--- config.mk ---
export PLATFORM = sky130hd
export DESIGN_NAME = button_gesture_classifier_core
export DESIGN_NICKNAME = d
export VERILOG_FILES = /design/src/design/bgc_pkg.sv /design/src/design/bgc_regs.sv /design/src/design/bgc_ctrl.sv /design/src/design/bgc_dpath.sv /design/src/design/button_gesture_classifier_core.sv
export VERILOG_INCLUDE_DIRS = /design/src /design/src/design
export SDC_FILE = /design/constraint.sdc
export NUM_CORES = 1
export LEC_CHECK = 0
export ABC_CLOCK_PERIOD_IN_PS = 6900
export BUFFER_PORTS_ARGS = -buffer_cell sky130_fd_sc_hd__buf_2
export CAP_MARGIN = 20
export CORE_AREA = 3 3 281 283
export CTS_CLUSTER_SIZE = 28
export DETAILED_ROUTE_END_ITERATION = 16
export DIE_AREA = 0 0 284 286
export GPL_TIMING_DRIVEN = 0
export SYNTH_ARGS = -nofsm -noshare
export SYNTH_HDL_FRONTEND = slang
export SYNTH_SLANG_ARGS = --single-unit
--- constraint.sdc ---
create_clock -name clk -period 6.9 [get_ports clk]
set_input_delay 0.69 -clock clk [delete_from_list [all_inputs] [get_ports clk]]
set_output_delay 0.69 -clock clk [all_outputs]
set_load 0.05 [all_outputs]
--- src/design/assert_macros.svh ---
// ----------------------------------------------------------------------------
// assert_macros.svh
// Shared concurrent assertion macros, clocked on clk, disabled in reset.
// ----------------------------------------------------------------------------
`ifndef ASSERT_MACROS_SVH
`define ASSERT_MACROS_SVH

// Property must hold at every clock edge out of reset.
`define BGC_ASSERT(lbl, prop, msg) \
    lbl: assert property (@(posedge clk) disable iff (!rst_n) (prop)) else $error(msg);

// Antecedent implies consequent in the same cycle.
`define BGC_ASSERT_IMPL(lbl, ante, cons, msg) \
    lbl: assert property (@(posedge clk) disable iff (!rst_n) (ante) |-> (cons)) else $error(msg);

`endif

--- src/design/bgc_pkg.sv ---
`timescale 1ns / 1ps
// ----------------------------------------------------------------------------
// bgc_pkg
// Shared types and constants of the button gesture classifier.
// ----------------------------------------------------------------------------
package bgc_pkg;

    // Configuration register map (word index = paddr[3:2])
    localparam int APB_ADDR_W = 4;
    localparam logic [1:0] REG_LONG_PRESS  = 2'd0;
    localparam logic [1:0] REG_BURST_WIN   = 2'd1;
    localparam logic [1:0] REG_CYCLE_INTVL = 2'd2;

    localparam logic [15:0] LONG_PRESS_RST  = 16'd600;
    localparam logic [15:0] BURST_WIN_RST   = 16'd300;
    localparam logic [15:0] CYCLE_INTVL_RST = 16'd2000;

    // Ramp phase lag in ms
    localparam logic [31:0] RAMP_LAG_MS = 32'd210;

    // Remainder unit: one quotient bit per cycle over a 32-bit magnitude
    localparam int DIV_STEPS = 32;
    localparam int DIV_CNT_W = $clog2(DIV_STEPS);

    // Stream word widths
    localparam int IN_TDATA_W  = 40;
    localparam int OUT_TDATA_W = 8;

    typedef enum logic [2:0] {
        EV_TOGGLE = 3'd1,
        EV_FULL   = 3'd2,
        EV_UP     = 3'd3,
        EV_DOWN   = 3'd4,
        EV_STOP   = 3'd5
    } ev_code_t;

    typedef enum logic [2:0] {
        ST_IDLE,
        ST_EVAL,
        ST_PREP,
        ST_LOAD,
        ST_DIV,
        ST_RAMP,
        ST_EMIT
    } bgc_state_t;

    typedef struct packed {
        logic [15:0] long_press_ms;
        logic [15:0] burst_window_ms;
        logic [15:0] cycle_interval_ms;
    } bgc_cfg_t;

    // Controller -> datapath
    typedef struct packed {
        logic load;   // capture input word
        logic eval;   // press / release decision
        logic prep;   // phase times
        logic conv;   // signed -> magnitude
        logic step;   // one remainder iteration
        logic ramp;   // ramp boundary decision
        logic pop;    // result word taken
    } bgc_cmd_t;

    // Datapath -> controller
    typedef struct packed {
        logic ramp_need;   // ramp check required after eval
        logic ev_any_next; // queue not empty after this cycle
        logic ev_any;      // queue not empty now
        logic out_last;    // head entry is the final result
    } bgc_stat_t;

endpackage

--- src/design/bgc_regs.sv ---
`timescale 1ns / 1ps
// ----------------------------------------------------------------------------
// bgc_regs
// APB configuration register bank (three 16-bit timing registers).
// ----------------------------------------------------------------------------
module bgc_regs (
    input  logic                          clk,
    input  logic                          rst_n,
    input  logic                          psel,
    input  logic                          penable,
    input  logic                          pwrite,
    input  logic [bgc_pkg::APB_ADDR_W-1:0] paddr,
    input  logic [31:0]                   pwdata,
    output logic [31:0]                   prdata,
    output logic                          pready,
    output bgc_pkg::bgc_cfg_t             cfg
);

    bgc_pkg::bgc_cfg_t cfg_reg;
    bgc_pkg::bgc_cfg_t cfg_next;
    logic              wr_en;
    logic [1:0]        widx;

    assign pready = 1'b1;
    assign wr_en  = psel & penable & pwrite;
    assign widx   = paddr[3:2];

    // Write decode
    always_comb
    begin
        cfg_next = cfg_reg;
        if (wr_en)
        begin
            unique case (widx)
                bgc_pkg::REG_LONG_PRESS:  cfg_next.long_press_ms     = pwdata[15:0];
                bgc_pkg::REG_BURST_WIN:   cfg_next.burst_window_ms   = pwdata[15:0];
                bgc_pkg::REG_CYCLE_INTVL: cfg_next.cycle_interval_ms = pwdata[15:0];
                default:                  cfg_next = cfg_reg;
            endcase
        end
    end

    always_ff @(posedge clk or negedge rst_n)
    begin
        if (!rst_n)
        begin
            cfg_reg.long_press_ms     <= bgc_pkg::LONG_PRESS_RST;
            cfg_reg.burst_window_ms   <= bgc_pkg::BURST_WIN_RST;
            cfg_reg.cycle_interval_ms <= bgc_pkg::CYCLE_INTVL_RST;
        end
        else
        begin
            cfg_reg <= cfg_next;
        end
    end

    // Read mux
    always_comb
    begin
        unique case (widx)
            bgc_pkg::REG_LONG_PRESS:  prdata = {16'd0, cfg_reg.long_press_ms};
            bgc_pkg::REG_BURST_WIN:   prdata = {16'd0, cfg_reg.burst_window_ms};
            bgc_pkg::REG_CYCLE_INTVL: prdata = {16'd0, cfg_reg.cycle_interval_ms};
            default:                  prdata = 32'd0;
        endcase
    end

    assign cfg = cfg_reg;

endmodule

--- src/design/bgc_ctrl.sv ---
`timescale 1ns / 1ps
// ----------------------------------------------------------------------------
// bgc_ctrl
// Sequencer: eval, optional ramp phase remainder loop, result emission.
// ----------------------------------------------------------------------------
`include "assert_macros.svh"

module bgc_ctrl (
    input  logic               clk,
    input  logic               rst_n,
    input  logic               s_tvalid,
    output logic               s_tready,
    output logic               m_tvalid,
    input  logic               m_tready,
    input  bgc_pkg::bgc_stat_t stat,
    output bgc_pkg::bgc_cmd_t  cmd
);

    bgc_pkg::bgc_state_t              state_reg;
    bgc_pkg::bgc_state_t              state_next;
    logic [bgc_pkg::DIV_CNT_W-1:0]    cnt_reg;
    logic [bgc_pkg::DIV_CNT_W-1:0]    cnt_next;
    logic                             cnt_last;

    localparam logic [bgc_pkg::DIV_CNT_W-1:0] CNT_MAX =
        bgc_pkg::DIV_CNT_W'(bgc_pkg::DIV_STEPS - 1);

    assign cnt_last = (cnt_reg == CNT_MAX);

    always_ff @(posedge clk or negedge rst_n)
    begin
        if (!rst_n)
        begin
            state_reg <= bgc_pkg::ST_IDLE;
            cnt_reg   <= '0;
        end
        else
        begin
            state_reg <= state_next;
            cnt_reg   <= cnt_next;
        end
    end

    // Next state and commands
    always_comb
    begin
        state_next = state_reg;
        cnt_next   = cnt_reg;
        cmd        = '0;
        s_tready   = 1'b0;
        m_tvalid   = 1'b0;
        unique case (state_reg)
            bgc_pkg::ST_IDLE:
            begin
                s_tready = 1'b1;
                if (s_tvalid)
                begin
                    cmd.load   = 1'b1;
                    state_next = bgc_pkg::ST_EVAL;
                end
            end
            bgc_pkg::ST_EVAL:
            begin
                cmd.eval = 1'b1;
                if (stat.ramp_need)
                    state_next = bgc_pkg::ST_PREP;
                else if (stat.ev_any_next)
                    state_next = bgc_pkg::ST_EMIT;
                else
                    state_next = bgc_pkg::ST_IDLE;
            end
            bgc_pkg::ST_PREP:
            begin
                cmd.prep   = 1'b1;
                state_next = bgc_pkg::ST_LOAD;
            end
            bgc_pkg::ST_LOAD:
            begin
                cmd.conv   = 1'b1;
                cnt_next   = '0;
                state_next = bgc_pkg::ST_DIV;
            end
            bgc_pkg::ST_DIV:
            begin
                cmd.step = 1'b1;
                cnt_next = cnt_reg + 1'b1;
                if (cnt_last)
                    state_next = bgc_pkg::ST_RAMP;
            end
            bgc_pkg::ST_RAMP:
            begin
                cmd.ramp = 1'b1;
                if (stat.ev_any_next)
                    state_next = bgc_pkg::ST_EMIT;
                else
                    state_next = bgc_pkg::ST_IDLE;
            end
            bgc_pkg::ST_EMIT:
            begin
                m_tvalid = 1'b1;
                if (m_tready)
                begin
                    cmd.pop = 1'b1;
                    if (stat.out_last)
                        state_next = bgc_pkg::ST_IDLE;
                end
            end
            default:
            begin
                state_next = bgc_pkg::ST_IDLE;
            end
        endcase
    end

    // Checks
    `BGC_ASSERT(a_no_overlap, !(s_tready && m_tvalid), "input and output open together")
    `BGC_ASSERT_IMPL(a_emit_has_word, m_tvalid, stat.ev_any, "emitting from empty queue")

endmodule

--- src/design/bgc_dpath.sv ---
`timescale 1ns / 1ps
// ----------------------------------------------------------------------------
// bgc_dpath
// Gesture state, phase remainder lanes and a two-entry result queue.
// ----------------------------------------------------------------------------
`include "assert_macros.svh"

module bgc_dpath (
    input  logic                               clk,
    input  logic                               rst_n,
    input  bgc_pkg::bgc_cmd_t                  cmd,
    input  bgc_pkg::bgc_cfg_t                  cfg,
    input  logic [bgc_pkg::IN_TDATA_W-1:0]     s_tdata,
    output bgc_pkg::bgc_stat_t                 stat,
    output logic [bgc_pkg::OUT_TDATA_W-1:0]    m_tdata,
    output logic                               m_tlast
);

    // Captured sample (payload)
    logic [31:0] now_reg;
    logic        level_reg;

    // Gesture state
    logic        held_reg,          held_next;
    logic [31:0] press_start_reg,   press_start_next;
    logic        long_active_reg,   long_active_next;
    logic        short_pending_reg, short_pending_next;
    logic [31:0] last_short_reg,    last_short_next;
    logic        short_seen_reg,    short_seen_next;
    logic        group_on_reg,      group_on_next;

    // Remainder lanes: a = phase time, b = lagged phase time
    logic [31:0] dvd_a_reg, dvd_b_reg;
    logic [16:0] rem_a_reg, rem_b_reg;
    logic        neg_a_reg, neg_b_reg;

    // Result queue
    bgc_pkg::ev_code_t ev_code_reg [2];
    logic              ev_light_reg [2];
    logic [1:0]        ev_cnt_reg,  ev_cnt_next;
    logic              head_reg,    head_next;

    // Eval intermediates
    logic [31:0] d_press;
    logic [31:0] d_short;
    logic        long_hit;
    logic        lst_pos;
    logic        burst_hit;
    logic        seen;
    logic        app_valid;
    bgc_pkg::ev_code_t app_code;
    logic        app_light;

    // Remainder step intermediates
    logic [16:0] dd;
    logic [17:0] sh_a, sh_b;
    logic        ge_a, ge_b;

    // Ramp intermediates
    logic        phase_low;
    logic        ramp_up;
    logic        ramp_down;

    logic [31:0] tu;
    logic [31:0] tl;

    // Time differences (wrapped, signed)
    assign d_press  = now_reg - (held_reg ? press_start_reg : now_reg);
    assign long_hit = !d_press[31] && (d_press > {16'd0, cfg.long_press_ms});
    assign d_short  = now_reg - last_short_reg;
    assign lst_pos  = !last_short_reg[31] && (last_short_reg != 32'd0);
    assign burst_hit = d_short[31] || (d_short < {16'd0, cfg.burst_window_ms});
    assign seen     = short_seen_reg || (lst_pos && burst_hit);

    // Phase times
    assign tu = now_reg - press_start_reg - {16'd0, cfg.long_press_ms};
    assign tl = now_reg - press_start_reg - ({16'd0, cfg.long_press_ms} + bgc_pkg::RAMP_LAG_MS);

    // Restoring remainder step, divisor 2 * cycle interval
    assign dd   = {cfg.cycle_interval_ms, 1'b0};
    assign sh_a = {rem_a_reg, dvd_a_reg[31]};
    assign sh_b = {rem_b_reg, dvd_b_reg[31]};
    assign ge_a = (sh_a >= {1'b0, dd});
    assign ge_b = (sh_b >= {1'b0, dd});

    // Truncating remainder compares: a negative dividend gives a result <= 0
    assign phase_low = neg_a_reg || (rem_a_reg < {1'b0, cfg.cycle_interval_ms});
    assign ramp_up   = phase_low && !neg_b_reg && (rem_b_reg > {1'b0, cfg.cycle_interval_ms});
    assign ramp_down = !phase_low &&
                       (neg_b_reg || (rem_b_reg < {1'b0, cfg.cycle_interval_ms}));

    // Gesture decision and queue append
    always_comb
    begin
        held_next          = held_reg;
        press_start_next   = press_start_reg;
        long_active_next   = long_active_reg;
        short_pending_next = short_pending_reg;
        last_short_next    = last_short_reg;
        short_seen_next    = short_seen_reg;
        group_on_next      = group_on_reg;
        app_valid          = 1'b0;
        app_code           = bgc_pkg::EV_UP;
        app_light          = 1'b1;

        if (cmd.eval)
        begin
            if (level_reg)
            begin
                held_next = 1'b1;
                if (!held_reg)
                    press_start_next = now_reg;
                if (long_hit && !long_active_reg)
                begin
                    long_active_next = 1'b1;
                    group_on_next    = 1'b1;
                    app_valid        = 1'b1;
                    app_code         = bgc_pkg::EV_UP;
                end
            end
            else if (held_reg)
            begin
                held_next          = 1'b0;
                short_pending_next = 1'b0;
                if (long_active_reg)
                begin
                    long_active_next = 1'b0;
                    group_on_next    = 1'b1;
                    app_valid        = 1'b1;
                    app_code         = bgc_pkg::EV_STOP;
                end
                else if (seen)
                begin
                    short_seen_next = 1'b0;
                    group_on_next   = 1'b1;
                    app_valid       = 1'b1;
                    app_code        = bgc_pkg::EV_FULL;
                end
                else
                begin
                    short_seen_next    = seen;
                    last_short_next    = now_reg;
                    short_pending_next = 1'b1;
                end
            end
            else if (short_pending_reg && lst_pos && !d_short[31] &&
                     (d_short > {16'd0, cfg.burst_window_ms}))
            begin
                // lone short press, window expired
                short_pending_next = 1'b0;
                group_on_next      = !group_on_reg;
                app_valid          = 1'b1;
                app_code           = bgc_pkg::EV_TOGGLE;
                app_light          = !group_on_reg;
            end
        end
        else if (cmd.ramp && (ramp_up || ramp_down))
        begin
            group_on_next = 1'b1;
            app_valid     = 1'b1;
            app_code      = ramp_up ? bgc_pkg::EV_UP : bgc_pkg::EV_DOWN;
        end
    end

    // Queue pointers
    always_comb
    begin
        ev_cnt_next = ev_cnt_reg;
        head_next   = head_reg;
        if (app_valid)
            ev_cnt_next = ev_cnt_reg + 2'd1;
        if (cmd.pop)
        begin
            if (stat.out_last)
            begin
                ev_cnt_next = 2'd0;
                head_next   = 1'b0;
            end
            else
            begin
                head_next = 1'b1;
            end
        end
    end

    always_ff @(posedge clk or negedge rst_n)
    begin
        if (!rst_n)
        begin
            held_reg          <= 1'b0;
            press_start_reg   <= 32'd0;
            long_active_reg   <= 1'b0;
            short_pending_reg <= 1'b0;
            last_short_reg    <= 32'd0;
            short_seen_reg    <= 1'b0;
            group_on_reg      <= 1'b0;
            ev_cnt_reg        <= 2'd0;
            head_reg          <= 1'b0;
        end
        else
        begin
            held_reg          <= held_next;
            press_start_reg   <= press_start_next;
            long_active_reg   <= long_active_next;
            short_pending_reg <= short_pending_next;
            last_short_reg    <= last_short_next;
            short_seen_reg    <= short_seen_next;
            group_on_reg      <= group_on_next;
            ev_cnt_reg        <= ev_cnt_next;
            head_reg          <= head_next;
        end
    end

    // Payload registers: sample, remainder lanes, queue entries
    always_ff @(posedge clk)
    begin
        if (cmd.load)
        begin
            now_reg   <= s_tdata[31:0];
            level_reg <= s_tdata[32];
        end
        if (app_valid)
        begin
            ev_code_reg[ev_cnt_reg[0]]  <= app_code;
            ev_light_reg[ev_cnt_reg[0]] <= app_light;
        end
        if (cmd.prep)
        begin
            dvd_a_reg <= tu;
            dvd_b_reg <= tl;
        end
        else if (cmd.conv)
        begin
            neg_a_reg <= dvd_a_reg[31];
            neg_b_reg <= dvd_b_reg[31];
            dvd_a_reg <= dvd_a_reg[31] ? (~dvd_a_reg + 32'd1) : dvd_a_reg;
            dvd_b_reg <= dvd_b_reg[31] ? (~dvd_b_reg + 32'd1) : dvd_b_reg;
            rem_a_reg <= 17'd0;
            rem_b_reg <= 17'd0;
        end
        else if (cmd.step)
        begin
            dvd_a_reg <= {dvd_a_reg[30:0], 1'b0};
            dvd_b_reg <= {dvd_b_reg[30:0], 1'b0};
            rem_a_reg <= ge_a ? 17'(sh_a - {1'b0, dd}) : sh_a[16:0];
            rem_b_reg <= ge_b ? 17'(sh_b - {1'b0, dd}) : sh_b[16:0];
        end
    end

    // Status
    assign stat.ramp_need   = long_active_next && (cfg.cycle_interval_ms != 16'd0);
    assign stat.ev_any_next = (ev_cnt_next != 2'd0);
    assign stat.ev_any      = (ev_cnt_reg != 2'd0);
    assign stat.out_last    = (({1'b0, head_reg} + 2'd1) == ev_cnt_reg);

    // Output word: event code, light state
    assign m_tdata = {4'd0, ev_light_reg[head_reg], ev_code_reg[head_reg]};
    assign m_tlast = stat.out_last;

    // Checks
    `BGC_ASSERT(a_queue_depth, ev_cnt_reg != 2'd3, "result queue overflow")
    `BGC_ASSERT_IMPL(a_long_needs_held, long_active_reg, held_reg, "long press without hold")

endmodule

--- src/design/button_gesture_classifier_core.sv ---
`timescale 1ns / 1ps
// ----------------------------------------------------------------------------
// button_gesture_classifier_core
// Classifies button samples into toggle, full, ramp up/down/stop events.
//
//  channel | dir | handshake           | payload
//  --------+-----+---------------------+------------------------------------
//  s_*     | in  | s_tvalid / s_tready | time_ms, button_level
//  m_*     | out | m_tvalid / m_tready | event_res, light_on; tlast = last
//  apb     | in  | psel & penable      | 16-bit timing registers at 0,4,8
//
//  One sample at a time. Eval follows acceptance; while a long press is
//  active and the cycle interval is nonzero, phase setup (prep, convert) and
//  the 32-step remainder loop follow, then the ramp check. Result words are
//  then emitted one at a time from the result queue.
//  A stalled m_tready holds the word and blocks the next sample.
//  Reset (rst_n, async) clears all gesture state and loads register defaults.
// ----------------------------------------------------------------------------
module button_gesture_classifier_core (
    input  logic                                clk,
    input  logic                                rst_n,
    // time_ms [31:0], button_level [32], zero pad [39:33]
    input  logic [bgc_pkg::IN_TDATA_W-1:0]      s_tdata,
    input  logic                                s_tvalid,
    output logic                                s_tready,
    // event_res [2:0], light_on [3], zero pad [7:4]
    output logic [bgc_pkg::OUT_TDATA_W-1:0]     m_tdata,
    output logic                                m_tlast,
    output logic                                m_tvalid,
    input  logic                                m_tready,
    input  logic                                psel,
    input  logic                                penable,
    input  logic                                pwrite,
    input  logic [bgc_pkg::APB_ADDR_W-1:0]      paddr,
    input  logic [31:0]                         pwdata,
    output logic [31:0]                         prdata,
    output logic                                pready
);

    bgc_pkg::bgc_cfg_t  cfg;
    bgc_pkg::bgc_cmd_t  cmd;
    bgc_pkg::bgc_stat_t stat;

    bgc_regs u_regs (
        .clk     (clk),
        .rst_n   (rst_n),
        .psel    (psel),
        .penable (penable),
        .pwrite  (pwrite),
        .paddr   (paddr),
        .pwdata  (pwdata),
        .prdata  (prdata),
        .pready  (pready),
        .cfg     (cfg)
    );

    bgc_ctrl u_ctrl (
        .clk      (clk),
        .rst_n    (rst_n),
        .s_tvalid (s_tvalid),
        .s_tready (s_tready),
        .m_tvalid (m_tvalid),
        .m_tready (m_tready),
        .stat     (stat),
        .cmd      (cmd)
    );

    bgc_dpath u_dpath (
        .clk     (clk),
        .rst_n   (rst_n),
        .cmd     (cmd),
        .cfg     (cfg),
        .s_tdata (s_tdata),
        .stat    (stat),
        .m_tdata (m_tdata),
        .m_tlast (m_tlast)
    );

endmodule
# Word level (Yosys, flattened, before mapping)
# Memories as Yosys holds them, arrays and structs flattened.
# Index checks and enable logic that the tools add are counted.
[classes] addsub=13 multipliers=0 div_mod_pow=0 order_cmp=8 n_eq_ne=19 shift=0 n_mux=76 n_bitwise=8 n_reduce_logical=45
[op_table] operator="$mux W32" n=9
[op_table] operator="$sub A32 B32 Y32" n=4
[op_table] operator="$mux W17" n=4
[op_table] operator="$add A32 B1 Y32 const B" n=2
[op_table] operator="$gt A32 B16 Y1" n=2
[op_table] operator="$not A32 Y32" n=2
[op_table] operator="$pmux W16 S3" n=1
[op_table] operator="$mux W1" n=44
[op_table] operator="$ge A18 B17 Y1" n=2
[op_table] operator="$mux W3" n=12
[op_table] operator="$lt A17 B16 Y1" n=2
[op_table] operator="$sub A17 B17 Y17" n=2
[op_table] operator="$lt A32 B16 Y1" n=1
[op_table] operator="$reduce_bool A32 Y1" n=1
[op_table] operator="$sub A32 B16 Y32" n=1
[op_table] operator="$pmux W3 S7" n=1
[op_table] operator="$add A16 B8 Y17 const B" n=1
[op_table] operator="$gt A17 B16 Y1" n=1
[op_table] operator="$reduce_and A2 Y1" n=8
[op_table] operator="$reduce_bool A16 Y1" n=1
[op_table] operator="$logic_and A1 B1 Y1" n=12
[op_table] operator="$pmux W5 S2" n=1
[op_table] operator="$reduce_bool A2 Y1" n=5
[op_table] operator="$eq A3 B3 Y1 const B" n=3
[op_table] operator="26 further kinds" n=47
[totals] reg_bits=260 latch_bits=0 ram_bits=8 mem_bits_ro=0 out_inout_bits=44 elab_cells=194 mem_count=2
[memory_table] memory="u_dpath.ev_code_reg" words=2 width=3 read_ports=1 rd_ports_with_merged_regs=0 wr=1 line_no="bgc_dpath.sv:38" source="bgc_pkg::ev_code_t ev_code_reg [2];"
[memory_table] memory="u_dpath.ev_light_reg" words=2 width=1 read_ports=1 rd_ports_with_merged_regs=0 wr=1 line_no="bgc_dpath.sv:39" source="logic ev_light_reg [2];"

# Depth between registers and ports, before layout
# Gate-level depths: netlist (run 1).
[depth] word_depth=16 mapped_depth=27 mapped_depth_nobuf=25

# By module
# From an unflattened synthesis (run 1), not the netlist that was laid out.
[unflattened] cells_unflattened=2653 area_unflattened_um2=23675.2
[by_module_without_submodules] mod="bgc_dpath" instances=1 cells_per_inst=2425 area_per_inst_um2=20837.5 seq_area_each_um2=6010.8
[by_module_without_submodules] mod="bgc_regs" instances=1 cells_per_inst=178 area_per_inst_um2=2349.8 seq_area_each_um2=1218.7
[by_module_without_submodules] mod="bgc_ctrl" instances=1 cells_per_inst=50 area_per_inst_um2=488.0 seq_area_each_um2=200.2

# Worst setup path after synthesis (run 1)
# OpenSTA, ideal clock, no wires.
[synth_path] path_kind="register -> register" start="reg u_dpath.held_reg" end="reg u_ctrl.state_reg[1]" t_arrival_ns=5.216 t_required_ns=6.779 slack_ns=1.563 stages_incl_launch_ff=27 cell_sequence="dfrtp_1 clkbuf_1 buf_1 mux2i_1 inv_1 fa_1 nand2b_1 a21oi_1 o21ai_0 o21ai_0 o21ai_0 xnor2_1 ha_1 a21oi_1 nand2_1 a21oi_1 o211ai_1 o22a_1 a2111oi_0 nor4bb_1 nand4_1 nor2_1 a21oi_1 o211a_1 ha_1 nand3_1 a22o_1"
[synth_between] elab_chain_len=15 elab_cells_between_ends=22 classes_between="add/sub (1); order compare (1); mux (15); reduce/logical (5)"
[synth_rtl] element="start: declaration" line_no="bgc_dpath.sv:24" source="logic held_reg, held_next;"
[synth_rtl] element="start signal: assignment" line_no="bgc_dpath.sv:202" source="held_reg <= held_next;"
[synth_rtl] element="$mux W32"
[synth_rtl] element="$sub A32 B32 Y32" line_no="bgc_dpath.sv:68" source="assign d_press = now_reg - (held_reg ? press_start_reg : now_reg);"
[synth_rtl] element="$gt A32 B16 Y1 or $logic_not A1 Y1 (tied branches)" line_no="bgc_dpath.sv:69" source="assign long_hit = !d_press[31] && (d_press > {16'd0, cfg.long_press_ms});"
[synth_rtl] element="$logic_and A1 B1 Y1" line_no="bgc_dpath.sv:69"
[synth_rtl] element="$logic_and A1 B1 Y1" line_no="bgc_dpath.sv:113" source="if (long_hit && !long_active_reg)"
[synth_rtl] element="$mux W1" line_no="bgc_dpath.sv:113"
[synth_rtl] element="$mux W1" line_no="bgc_dpath.sv:108" source="if (level_reg)"
[synth_rtl] element="$mux W1" line_no="bgc_dpath.sv:106" source="if (cmd.eval)"
[synth_rtl] element="$mux W2" line_no="bgc_dpath.sv:170" source="if (app_valid)"
[synth_rtl] element="$mux W2" line_no="bgc_dpath.sv:174" source="if (stat.out_last)"
[synth_rtl] element="$mux W2" line_no="bgc_dpath.sv:172" source="if (cmd.pop)"
[synth_rtl] element="$reduce_bool A2 Y1" line_no="bgc_dpath.sv:252" source="assign stat.ev_any_next = (ev_cnt_next != 2'd0);"
[synth_rtl] element="$mux W3" line_no="bgc_ctrl.sv:67, bgc_ctrl.sv:93"
[synth_rtl] element="$mux W3" line_no="bgc_ctrl.sv:65" source="if (stat.ramp_need)"
[synth_rtl] element="$pmux W3 S7 *" line_no="bgc_ctrl.sv:52" source="unique case (state_reg)"
[synth_rtl] element="end signal: assignment" line_no="bgc_ctrl.sv:34" source="state_reg <= bgc_pkg::ST_IDLE;"
[synth_rtl] element="end signal: assignment" line_no="bgc_ctrl.sv:39" source="state_reg <= state_next;"
[synth_rtl] element="end: declaration" line_no="bgc_ctrl.sv:19" source="bgc_pkg::bgc_state_t state_reg;"
# Every way passes the cells marked *; elsewhere a longest branch is shown, timed or not.
# A chain may end at the register's enable or synchronous reset.

# Worst setup path in the final report (run 1)
# Ends and elaborated chain as after synthesis.

==> results.md, run 1 <==
- Number of synthesized flops with an enable pin: 141
- DIE AREA: 81,200 µm²
- Worst slew pin tran: 0.940 ns
- Commonest cells after routing, fill and taps aside: nand2_1 (232), nor2_1 (210), o21ai_0 (206), ha_1 (198), a21oi_1 (181)
- Die H: 286 µm
- Drt drc: 0
- CP max FO: 10
- Post-route antenna net violation count: 0
- Vias in the first global route: 18,900
- Max capacitance violation total: 0
- Smallest hold slack: 0.0709 ns
- Max Slew Vio Count: 0
- Root buffer cell: clkbuf_16
- Fin crit share: 93.0%
- Startpoint type of the worst setup path: flip-flop
- #FFs+latches synth: 268
- Clock skew: 0.0235 ns
- Final Hold Vio Count: 0
- Slew HR: 37.3%
- Status: finished, final reports clean
- Post-DR vias/cell: 5.19
- Synth cell types: 103
- Htree depth: 2
- Gr usage total: 16.6%
- Clock tree buffer depth: 3
- Critical path class: reg -> reg
- Yosys warning count: 0
- CTS tree: built
- Commonest non-fill, non-tap cell in the layout: nand2_1
- Share of the yosys chip area belonging to registers: 32.4%
- First-pass GRT wire length: 108,000 µm
- Area delta synth->final: 12.9%
- Clock transition at path regs: 0.06 ns
- Die W: 284 µm
- Routed via count: 19,800
- Hold WC Path Type: in -> async
- RSZ-0062 raised after global routing: false
- Synthesized area: 22,900 µm²
- Largest register FFs: 48
- Port Buffer Count: 80
- WP data arrival: 6.86 ns
- Average wire per standard cell: 18.2 µm
- Clk_lat worst skew: 0.56 ns
- Core area: 77,000 µm²
- Synth Area per Inst: 8.78 µm²
- Async S/R FF share, synth: 47.4%
- Final Util: 33.6%
- Gr ovfl total: 0
- Num ports: 127
- DP HPWL: 55,400 µm
- Finish-stage setup viols: 0
- Aggregate routed wire length: 69,500 µm
- Pin count of the biggest net entering global routing: 86
- Register-to-Register Path Depth: 26
- Num rows: 102
- # clock sinks: 268
- Final min period: 6.42 ns
- CP Capture Type: flip-flop
- Antenna violations before repair: 1
- TritonRoute pass-1 iters: 5
- Final Net Count: 3,035
- Layout cells sized above 1: 10.8%
- Initial Utilization: 29.8%
- Fmax: 156 MHz
- Worst path required time: 7.35 ns
- Cell count after synthesis: 2,608
- RePlAce Congestion: 0.948
- Number of buffers created by CTS: 34
- Drt initial violations: 1,387
- Main synth FF type: edfxtp_1
-- synthesized netlist by cell type (36+ instances only) --
master    instances  share of area [%]
nand2_1         233                3.8
nor2_1          210                3.4
o21ai_0         207                4.5
ha_1            198                 11
a21oi_1         182                4.0
inv_1           160                2.6
edfxtp_1        141                 18
dfrtp_1         113                 12
xnor2_1         105                4.0
xor2_1           80                3.1
clkbuf_1         76                1.2
mux2i_1          76                3.3
nor3_1           59                1.3
a21o_1           56                1.8
mux2_2           54                2.7
nand3_1          44               0.96
o21a_1           41                1.3
nand2b_1         36               0.98
nand4_1          36               0.98
-- per-layer routing --
layer	part of all wire [%]	routed length [µm]	track usage (%)
met1	47	32500	22.9
met2	47	32600	28.2
met3	4.0	2770	1.46
met4	2.3	1600	4.37
met5	0	0	0
-- timing repair --
item	in CTS	in global routing
setup buffers	0	1
resized for setup	3	5
hold buffers	0	0
cloned	0	0
setup endpoints to repair	11	11
pin swaps	0	1
-- final cells by class --
class                      instances  area (µm²)
sequential                       268        7430
clock inverter                    17         169
clock buffer                      45         902
tap                             1040        1300
buffer                           118         546
multi-input combinational       2081       14400
inverter                         160         601
timing repair buffer              84         484
antenna                            1        2.50
fill                            7990       51100
-- worst paths after layout --
| check | from | end | slack (ns) |
|---|---|---|---|
| setup / recovery | u_dpath.held_reg | u_ctrl.state_reg[1] | 0.48 |
| hold / removal | rst_n | u_dpath.last_short_reg[27] | 0.07 |
| setup reg to reg | u_dpath.held_reg | u_ctrl.state_reg[1] | 0.48 |
| hold reg to reg | u_dpath.dvd_a_reg[31] | u_dpath.neg_a_reg | 0.45 |
| max in group asynchronous | rst_n | u_regs.cfg[8] | 6.01 |
| min in group clk | s_tdata[16] | u_dpath.now_reg[16] | 0.31 |
-- worst max-delay path, stage by stage, from the launching register on --
cell	delay [ns]
dfrtp_1	0.32
clkbuf_1	0.21
clkbuf_4	0.28
mux2i_1	0.31
inv_1	0.10
fa_1	0.45
nand2b_1	0.19
a21oi_2	0.19
o21ai_0	0.19
o21ai_2	0.28
o21ai_0	0.16
xnor2_1	0.18
ha_1	0.33
nand4_1	0.13
nor3_1	0.31
nand3_1	0.14
o22a_1	0.26
a2111oi_0	0.43
nor4bb_2	0.33
nand4_1	0.13
buf_4	0.18
nor2_1	0.14
a21oi_1	0.09
o211a_1	0.26
ha_1	0.41
nand3_1	0.10
a22o_1	0.19
-- metrics by stage --
stage | setup WS [ns] | std cells | setup TNS, ns | cell area (µm²)
floorplan | 1.56 | 2627 | 0 | 23000
global placement | -0.193 | 3747 | -0.250 | 24700
detailed placement | -0.291 | 3750 | -0.820 | 24800
CTS | 0.0841 | 3812 | 0 | 25800
global route | 0.0522 | 3813 | 0 | 25900
finish | 0.483 | 3814 | 0 | 25900
-- cell families after synthesis --
group	Yosys count	synth area share [%]
adder cells (fa/ha/maj)	205	11.4
XOR/XNOR	188	7.29
AND/OR/NAND/NOR	783	16.6
AO/OA/AOI/OAI	754	21.3
other	2	0.0328
flip-flops	268	32.4
buffers and inverters	278	4.98
multiplexers	130	5.98
Power of run 1 is not shown: default switching activity piles up to over one toggle a cycle in this logic, so the estimate is an artifact.
==> run 2, diff against run 1 <==
--- a/config.mk
+++ b/config.mk
@@ -8,11 +8,10 @@
 export LEC_CHECK = 0
 export ABC_CLOCK_PERIOD_IN_PS = 6900
 export BUFFER_PORTS_ARGS = -buffer_cell sky130_fd_sc_hd__buf_2
-export CAP_MARGIN = 20
-export CORE_AREA = 3 3 281 283
+export CORE_AREA = 3 3 257 309
 export CTS_CLUSTER_SIZE = 28
 export DETAILED_ROUTE_END_ITERATION = 16
-export DIE_AREA = 0 0 284 286
+export DIE_AREA = 0 0 260 312
 export GPL_TIMING_DRIVEN = 0
 export SYNTH_ARGS = -nofsm -noshare
 export SYNTH_HDL_FRONTEND = slang
==> run 2 against run 1 <==
  * Worst hold slack better by 0.00066 ns
  * Critical path depth stayed put
  * Routed wire length is 3.0% higher
  * First-iteration DRC count is 15% lower
  * Maximum frequency is 1.5% lower
  * Die area is 0.13% lower
  * Design area is 0.49% higher
  * Global-route usage is 0.64 points higher
  * Sequential share of layout area is 0.14 points lower
  * Non-clock buffer count stayed put
  * Sequential cell count stayed put
  * Critical path type unchanged
  * Critical endpoint unchanged
  * Highest routed layer unchanged
==> results.md, run 2 (synthesis results as in run 1) <==
- TritonRoute pass-1 iters: 5 (unchanged)
- Slew HR: 18.7% (-19 points)
- WP data arrival: 6.98 ns (+0.12 ns)
- CP max stage cell: dfrtp_1
- Register-to-Register Path Depth: 26 (unchanged)
- Antenna diodes: 0 (-1)
- Critical path class: reg -> reg
- Final min period: 6.52 ns (+0.100 ns)
- Worst path required time: 7.36 ns (about the same)
- Num rows: 111 (+8.8%)
- Startpoint type of the worst setup path: flip-flop
- Max capacitance violation total: 0 (unchanged)
- CTS tree: built
- Average wire per standard cell: 18.9 µm (+3.7%)
- CP max FO: 10 (unchanged)
- Final Hold Vio Count: 0 (unchanged)
- Clock skew: 0.0418 ns (+0.0183 ns)
- Htree depth: 2 (unchanged)
- Die W: 260 µm (-8.5%)
- Clock transition at path regs: 0.06 ns (about the same)
- Routed via count: 19,900 (+0.52%)
- Fmax: 153 MHz (-1.5%)
- Status: finished, final reports clean
- Layout cells sized above 1: 11.1% (+0.32 points)
- Flop2flop setup slack: 0.38 ns (-0.10 ns)
- Worst slew pin tran: 1.19 ns (+0.249 ns)
- Root buffer cell: clkbuf_16
- DP HPWL: 57,500 µm (+3.7%)
- Area delta synth->final: 13.5%
- Die H: 312 µm (+9.1%)
- RePlAce Congestion: 0.929 (-2.0%)
- Smallest hold slack: 0.0716 ns (+0.000657 ns)
- Post-route antenna net violation count: 0 (unchanged)
- CP Capture Type: flip-flop
- Drt initial violations: 1,173 (-15%)
- Reg-to-reg endpoint: u_ctrl.state_reg[1]
- Initial Utilization: 29.9% (+0.17 points)
- Vias in the first global route: 19,700 (+4.0%)
- First-pass GRT wire length: 110,000 µm (+2.3%)
- # clock sinks: 268 (unchanged)
- Commonest cells after routing, fill and taps aside: nand2_1 (232), nor2_1 (210), o21ai_0 (206), ha_1 (197), a21oi_1 (181)
- Antenna violations before repair: 0 (-1)
- Pin count of the biggest net entering global routing: 83 (-3.5%)
- Clock tree buffer depth: 3 (unchanged)
- Hold WC Path Type: in -> async
- Crit Reg-Reg Startpoint: u_dpath.held_reg
- DIE AREA: 81,100 µm² (-0.13%)
- Gr ovfl total: 0 (unchanged)
- Clk_lat worst skew: 0.57 ns (about the same)
- Num ports: 127 (unchanged)
- Number of buffers created by CTS: 34 (unchanged)
- Commonest non-fill, non-tap cell in the layout: nand2_1
- Aggregate routed wire length: 71,600 µm (+3.0%)
- CP peak stage delay: 0.45 ns (about the same)
- Core area: 76,500 µm² (-0.56%)
- Post-DR vias/cell: 5.25 (+1.2%)
- Drt drc: 0 (unchanged)
- Finish-stage setup viols: 0 (unchanged)
- Max Slew Vio Count: 0 (unchanged)
- Most common cell on crit path: a21oi_1
- Fin crit share: 94.5% (+1.5 points)
- Final Util: 34.0% (+0.35 points)
- Largest register FFs: 48 (unchanged)
- Port Buffer Count: 80 (unchanged)
- Final Net Count: 3,035 (unchanged)
- Gr usage total: 17.3% (+0.64 points)
==> run 2: cell types whose count changed in the layout (fill, tap and decap cells not counted), sizes merged <==
cell and change:
clkbuf -1, buf +2, diode -1, clkinv -3, inv -2, bufinv +4
==> run 2: cell type report <==
class | instances | area, µm²
fill | 7927 | 50500
multi-input combinational | 2081 | 14400
sequential | 268 | 7430
tap | 1017 | 1270
clock buffer | 46 | 967
inverter | 160 | 601
buffer | 117 | 542
timing repair buffer | 85 | 484
clock inverter | 16 | 258
==> run 2: what timing repair did <==
action	in CTS	in global routing
buffers inserted	0	2
pin swaps	0	3
endpoints found under the setup margin	13	12
gates cloned	0	0
resized for setup	5	6
hold buffers	0	0
==> run 2: worst max-delay path by stage <==
stage	start	end	slack (ns)	cells past startpoint
2_1_floorplan	u_dpath.held_reg	u_ctrl.state_reg[1]	1.56	26
3_3_place_gp	u_dpath.held_reg	u_ctrl.state_reg[1]	-0.69	26
3_5_place_dp	u_dpath.held_reg	u_ctrl.state_reg[1]	-0.70	26
4_1_cts	u_dpath.held_reg	u_ctrl.state_reg[1]	0.01	23
5_1_grt	u_dpath.held_reg	u_ctrl.state_reg[1]	-0.05	26
6_report	u_dpath.held_reg	u_ctrl.state_reg[1]	0.38	26
==> run 2: worst max-delay path, delay by kind of cell, from the launching register on <==
family,cells,cell delay (ns)
simple gates,6,0.92
compound gates,12,2.57
xor+xnor,1,0.44
buf+inv,3,0.53
fa+ha+maj,3,1.21
flops,1,0.45
mux,1,0.29
==> run 2: metrics by stage <==
stage          std cells  setup slack (ns)  setup TNS, ns  cell area, µm²
6_report            3790             0.382              0           26000
2_1_floorplan       2627              1.56              0           23000
3_5_place_dp        3727            -0.702          -5.70           24700
3_3_place_gp        3724            -0.690          -5.50           24700
5_1_grt             3790           -0.0501        -0.0501           26000
4_1_cts             3789            0.0128              0           26000
==> run 2: per-layer routing <==
metal  track usage [%]  wire length [µm]  vias up
met3              1.89              2910      137
met5                 0                 0        -
li1                  -                 -     9787
met1              20.7             29200     9537
met4              7.37              3260        0
met2              31.1             36200      445
Power of run 2 is left out for the same reason.
==> run 3, diff against run 2 <==
--- a/config.mk
+++ b/config.mk
@@ -13,6 +13,7 @@
 export DETAILED_ROUTE_END_ITERATION = 16
 export DIE_AREA = 0 0 260 312
 export GPL_TIMING_DRIVEN = 0
+export RECOVER_POWER = 50
 export SYNTH_ARGS = -nofsm -noshare
 export SYNTH_HDL_FRONTEND = slang
 export SYNTH_SLANG_ARGS = --single-unit
==> run 3 against run 2 <==
  * The flow now finishes with violations (capacitance limit, slew limit)
  * Die area unchanged
  * Design area down 0.24%
  * Register-to-register slack worse by 0.05 ns
  * Global-route usage unchanged
  * Clock-buffer cell count unchanged
  * Cell count unchanged
  * Utilization down 0.082 points
  * Clock skew up 0.0016 ns
  * Routed wire length about the same
  * First-iteration DRC count up 3.4%
  * Non-clock buffer count unchanged
==> results.md, run 3 (synthesis results as in run 1) <==
- Clock skew: 0.0433 ns (+0.00155 ns)
- Commonest non-fill, non-tap cell in the layout: nand2_1
- Largest register FFs: 48 (unchanged)
- CP bufs+invs: 3 (unchanged)
- Average wire per standard cell: 18.9 µm (about the same)
- Fin crit share: 95.2% (+0.71 points)
- Gr usage total: 17.3% (unchanged)
- Initial Utilization: 29.9% (unchanged)
- Clk_lat worst skew: 0.57 ns (about the same)
- CTS tree: built
- CP max stage cell: dfrtp_1
- Finish-stage setup viols: 0 (unchanged)
- RePlAce Congestion: 0.929 (unchanged)
- Area delta synth->final: 13.2%
- Aggregate routed wire length: 71,600 µm (about the same)
- Flop2flop setup slack: 0.33 ns (-0.05 ns)
- TritonRoute pass-1 iters: 5 (unchanged)
- Num ports: 127 (unchanged)
- Hold Path Depth: 1
- Post-Layout Inst Area: 25,900 µm² (-0.24%)
- Final Net Count: 3,035 (unchanged)
- CP peak stage delay: 0.46 ns (about the same)
- Post-route antenna net violation count: 0 (unchanged)
- Core area: 76,500 µm² (unchanged)
- Startpoint type of the worst setup path: flip-flop
- Fillers: 7,938 (+0.14%)
- Commonest cells after routing, fill and taps aside: nand2_1 (233), nor2_1 (210), o21ai_0 (206), ha_1 (197), a21oi_1 (181)
- Slew HR: -147% (-170 points)
- Die H: 312 µm (unchanged)
- Antenna violations before repair: 0 (unchanged)
- Placed cell areas: 24,700 µm² (unchanged)
- Number of buffers created by CTS: 34 (unchanged)
- Register-to-Register Path Depth: 26 (unchanged)
- DIE AREA: 81,100 µm² (unchanged)
- Final setup margin: 0.334 ns (-0.0489 ns)
- Vias in the first global route: 19,700 (unchanged)
- Die W: 260 µm (unchanged)
- Num rows: 111 (unchanged)
- Critical path class: reg -> reg
- Routed via count: 19,900 (+0.14%)
- Min-delay src: s_tdata[6]
- Port Buffer Count: 80 (unchanged)
- Layout cells sized above 1: 10.3% (-0.76 points)
- Hold Buf Count CTS: 0 (unchanged)
- Worst hold endpoint: u_dpath.now_reg[6]
- CP Capture Type: flip-flop
- Final Hold Vio Count: 0 (unchanged)
- DP HPWL: 57,500 µm (unchanged)
- Final Util: 33.9% (-0.082 points)
- Worst path top cell family by delay: compound AO/OA/AOI/OAI gates
- Clock transition at path regs: 0.06 ns (about the same)
- Hold WC Path Type: in -> reg
- CP max FO: 10 (unchanged)
- Pin count of the biggest net entering global routing: 83 (unchanged)
- First-pass GRT wire length: 110,000 µm (unchanged)
- Max Slew Vio Count: 199 (+199)
- Number of cells on the critical path: 26 (unchanged)
- Status: complete, but fails checks
- WP data arrival: 7.03 ns (+0.05 ns)
- Post-DR vias/cell: 5.26 (+0.14%)
- Gr ovfl total: 0 (unchanged)
- Pre-CTS setup slack: -0.702 ns (unchanged)
- Final min period: 6.57 ns (+0.0489 ns)
- Crit Reg-Reg Startpoint: u_dpath.held_reg
- Drt drc: 0 (unchanged)
- Worst slew pin tran: 3.70 ns (+2.51 ns)
- Root buffer cell: clkbuf_16
- Clock tree buffer depth: 3 (unchanged)
- Antenna diodes: 0 (unchanged)
- Drt initial violations: 1,213 (+3.4%)
- Most common cell on crit path: a21oi_1
- Fmax: 152 MHz (-0.74%)
- Max capacitance violation total: 4 (+4)
- Htree depth: 2 (unchanged)
- Violated checks: capacitance limit, slew limit
- Crit path launch: u_dpath.held_reg
- Worst path required time: 7.36 ns (about the same)
- Reg-to-reg endpoint: u_ctrl.state_reg[1]
- # clock sinks: 268 (unchanged)
## run 3: cell types whose count changed in the layout (fill, tap and decap cells not counted), moves of 2 or more
cell | previous run | this run
clkbuf_1 | 81 | 101
buf_1 | 6 | 4
and2_0 | 0 | 2
buf_2 | 90 | 74
## run 3: area by class of cell
class	count	area [µm²]	area share (%)
clock inverter	16	258	0.994
inverter	160	601	2.32
buffer	117	542	2.09
clock buffer	46	967	3.73
sequential	268	7430	28.6
multi-input combinational	2081	14400	55.7
tap	1017	1270	4.91
timing repair buffer	85	425	1.64
## run 3: stage by stage
step,TNS (ns),hold WS (ns),std cells
3_5_place_dp,-5.70,0.435,3727
6_report,0,0.306,3790
2_1_floorplan,0,0.394,2627
3_3_place_gp,-5.50,0.435,3724
5_1_grt,-0.0501,0.285,3790
4_1_cts,0,0.0600,3789
## run 3: how the worst max path moves through the flow
| stage | to |
|---|---|
| 3_5_place_dp | u_ctrl.state_reg[1] |
| 4_1_cts | u_ctrl.state_reg[1] |
| 2_1_floorplan | u_ctrl.state_reg[1] |
| 5_1_grt | u_ctrl.state_reg[1] |
| 6_report | u_ctrl.state_reg[1] |
| 3_3_place_gp | u_ctrl.state_reg[1] |
## run 3: worst reg2reg max path: stages, from the launching register on
cell and delay [ns]:
dfrtp_1 0.46, buf_4 0.26, mux2i_2 0.29, inv_1 0.09
fa_1 0.45, nand2b_1 0.20, a21oi_2 0.23, o21ai_0 0.19
o21ai_2 0.19, o21ai_0 0.12, xnor2_1 0.44, ha_1 0.36
a21oi_1 0.15, nand2_1 0.07, a21oi_1 0.24, o211ai_1 0.18
o22a_1 0.34, a2111oi_0 0.42, nor4bb_2 0.30, nand4_1 0.11
buf_4 0.18, nor2_1 0.15, a21oi_1 0.09, o211a_1 0.27
ha_2 0.41, nand3_1 0.09, a22o_1 0.20
## run 3: what timing repair did
item | 4_1_cts | 5_1_grt
pin swaps | 0 | 3
endpoints found under the setup margin | 13 | 12
resized for setup | 5 | 6
buffers inserted | 0 | 2
## run 3: routing by layer
metal	global-route usage [%]	vias to the layer above	share of wire, %
li1	-	9795	-
met4	7.37	0	4.6
met1	20.7	9506	41
met3	1.89	141	4.2
met2	31.1	491	50
met5	0	-	0
Power of run 3 is left out for the same reason.
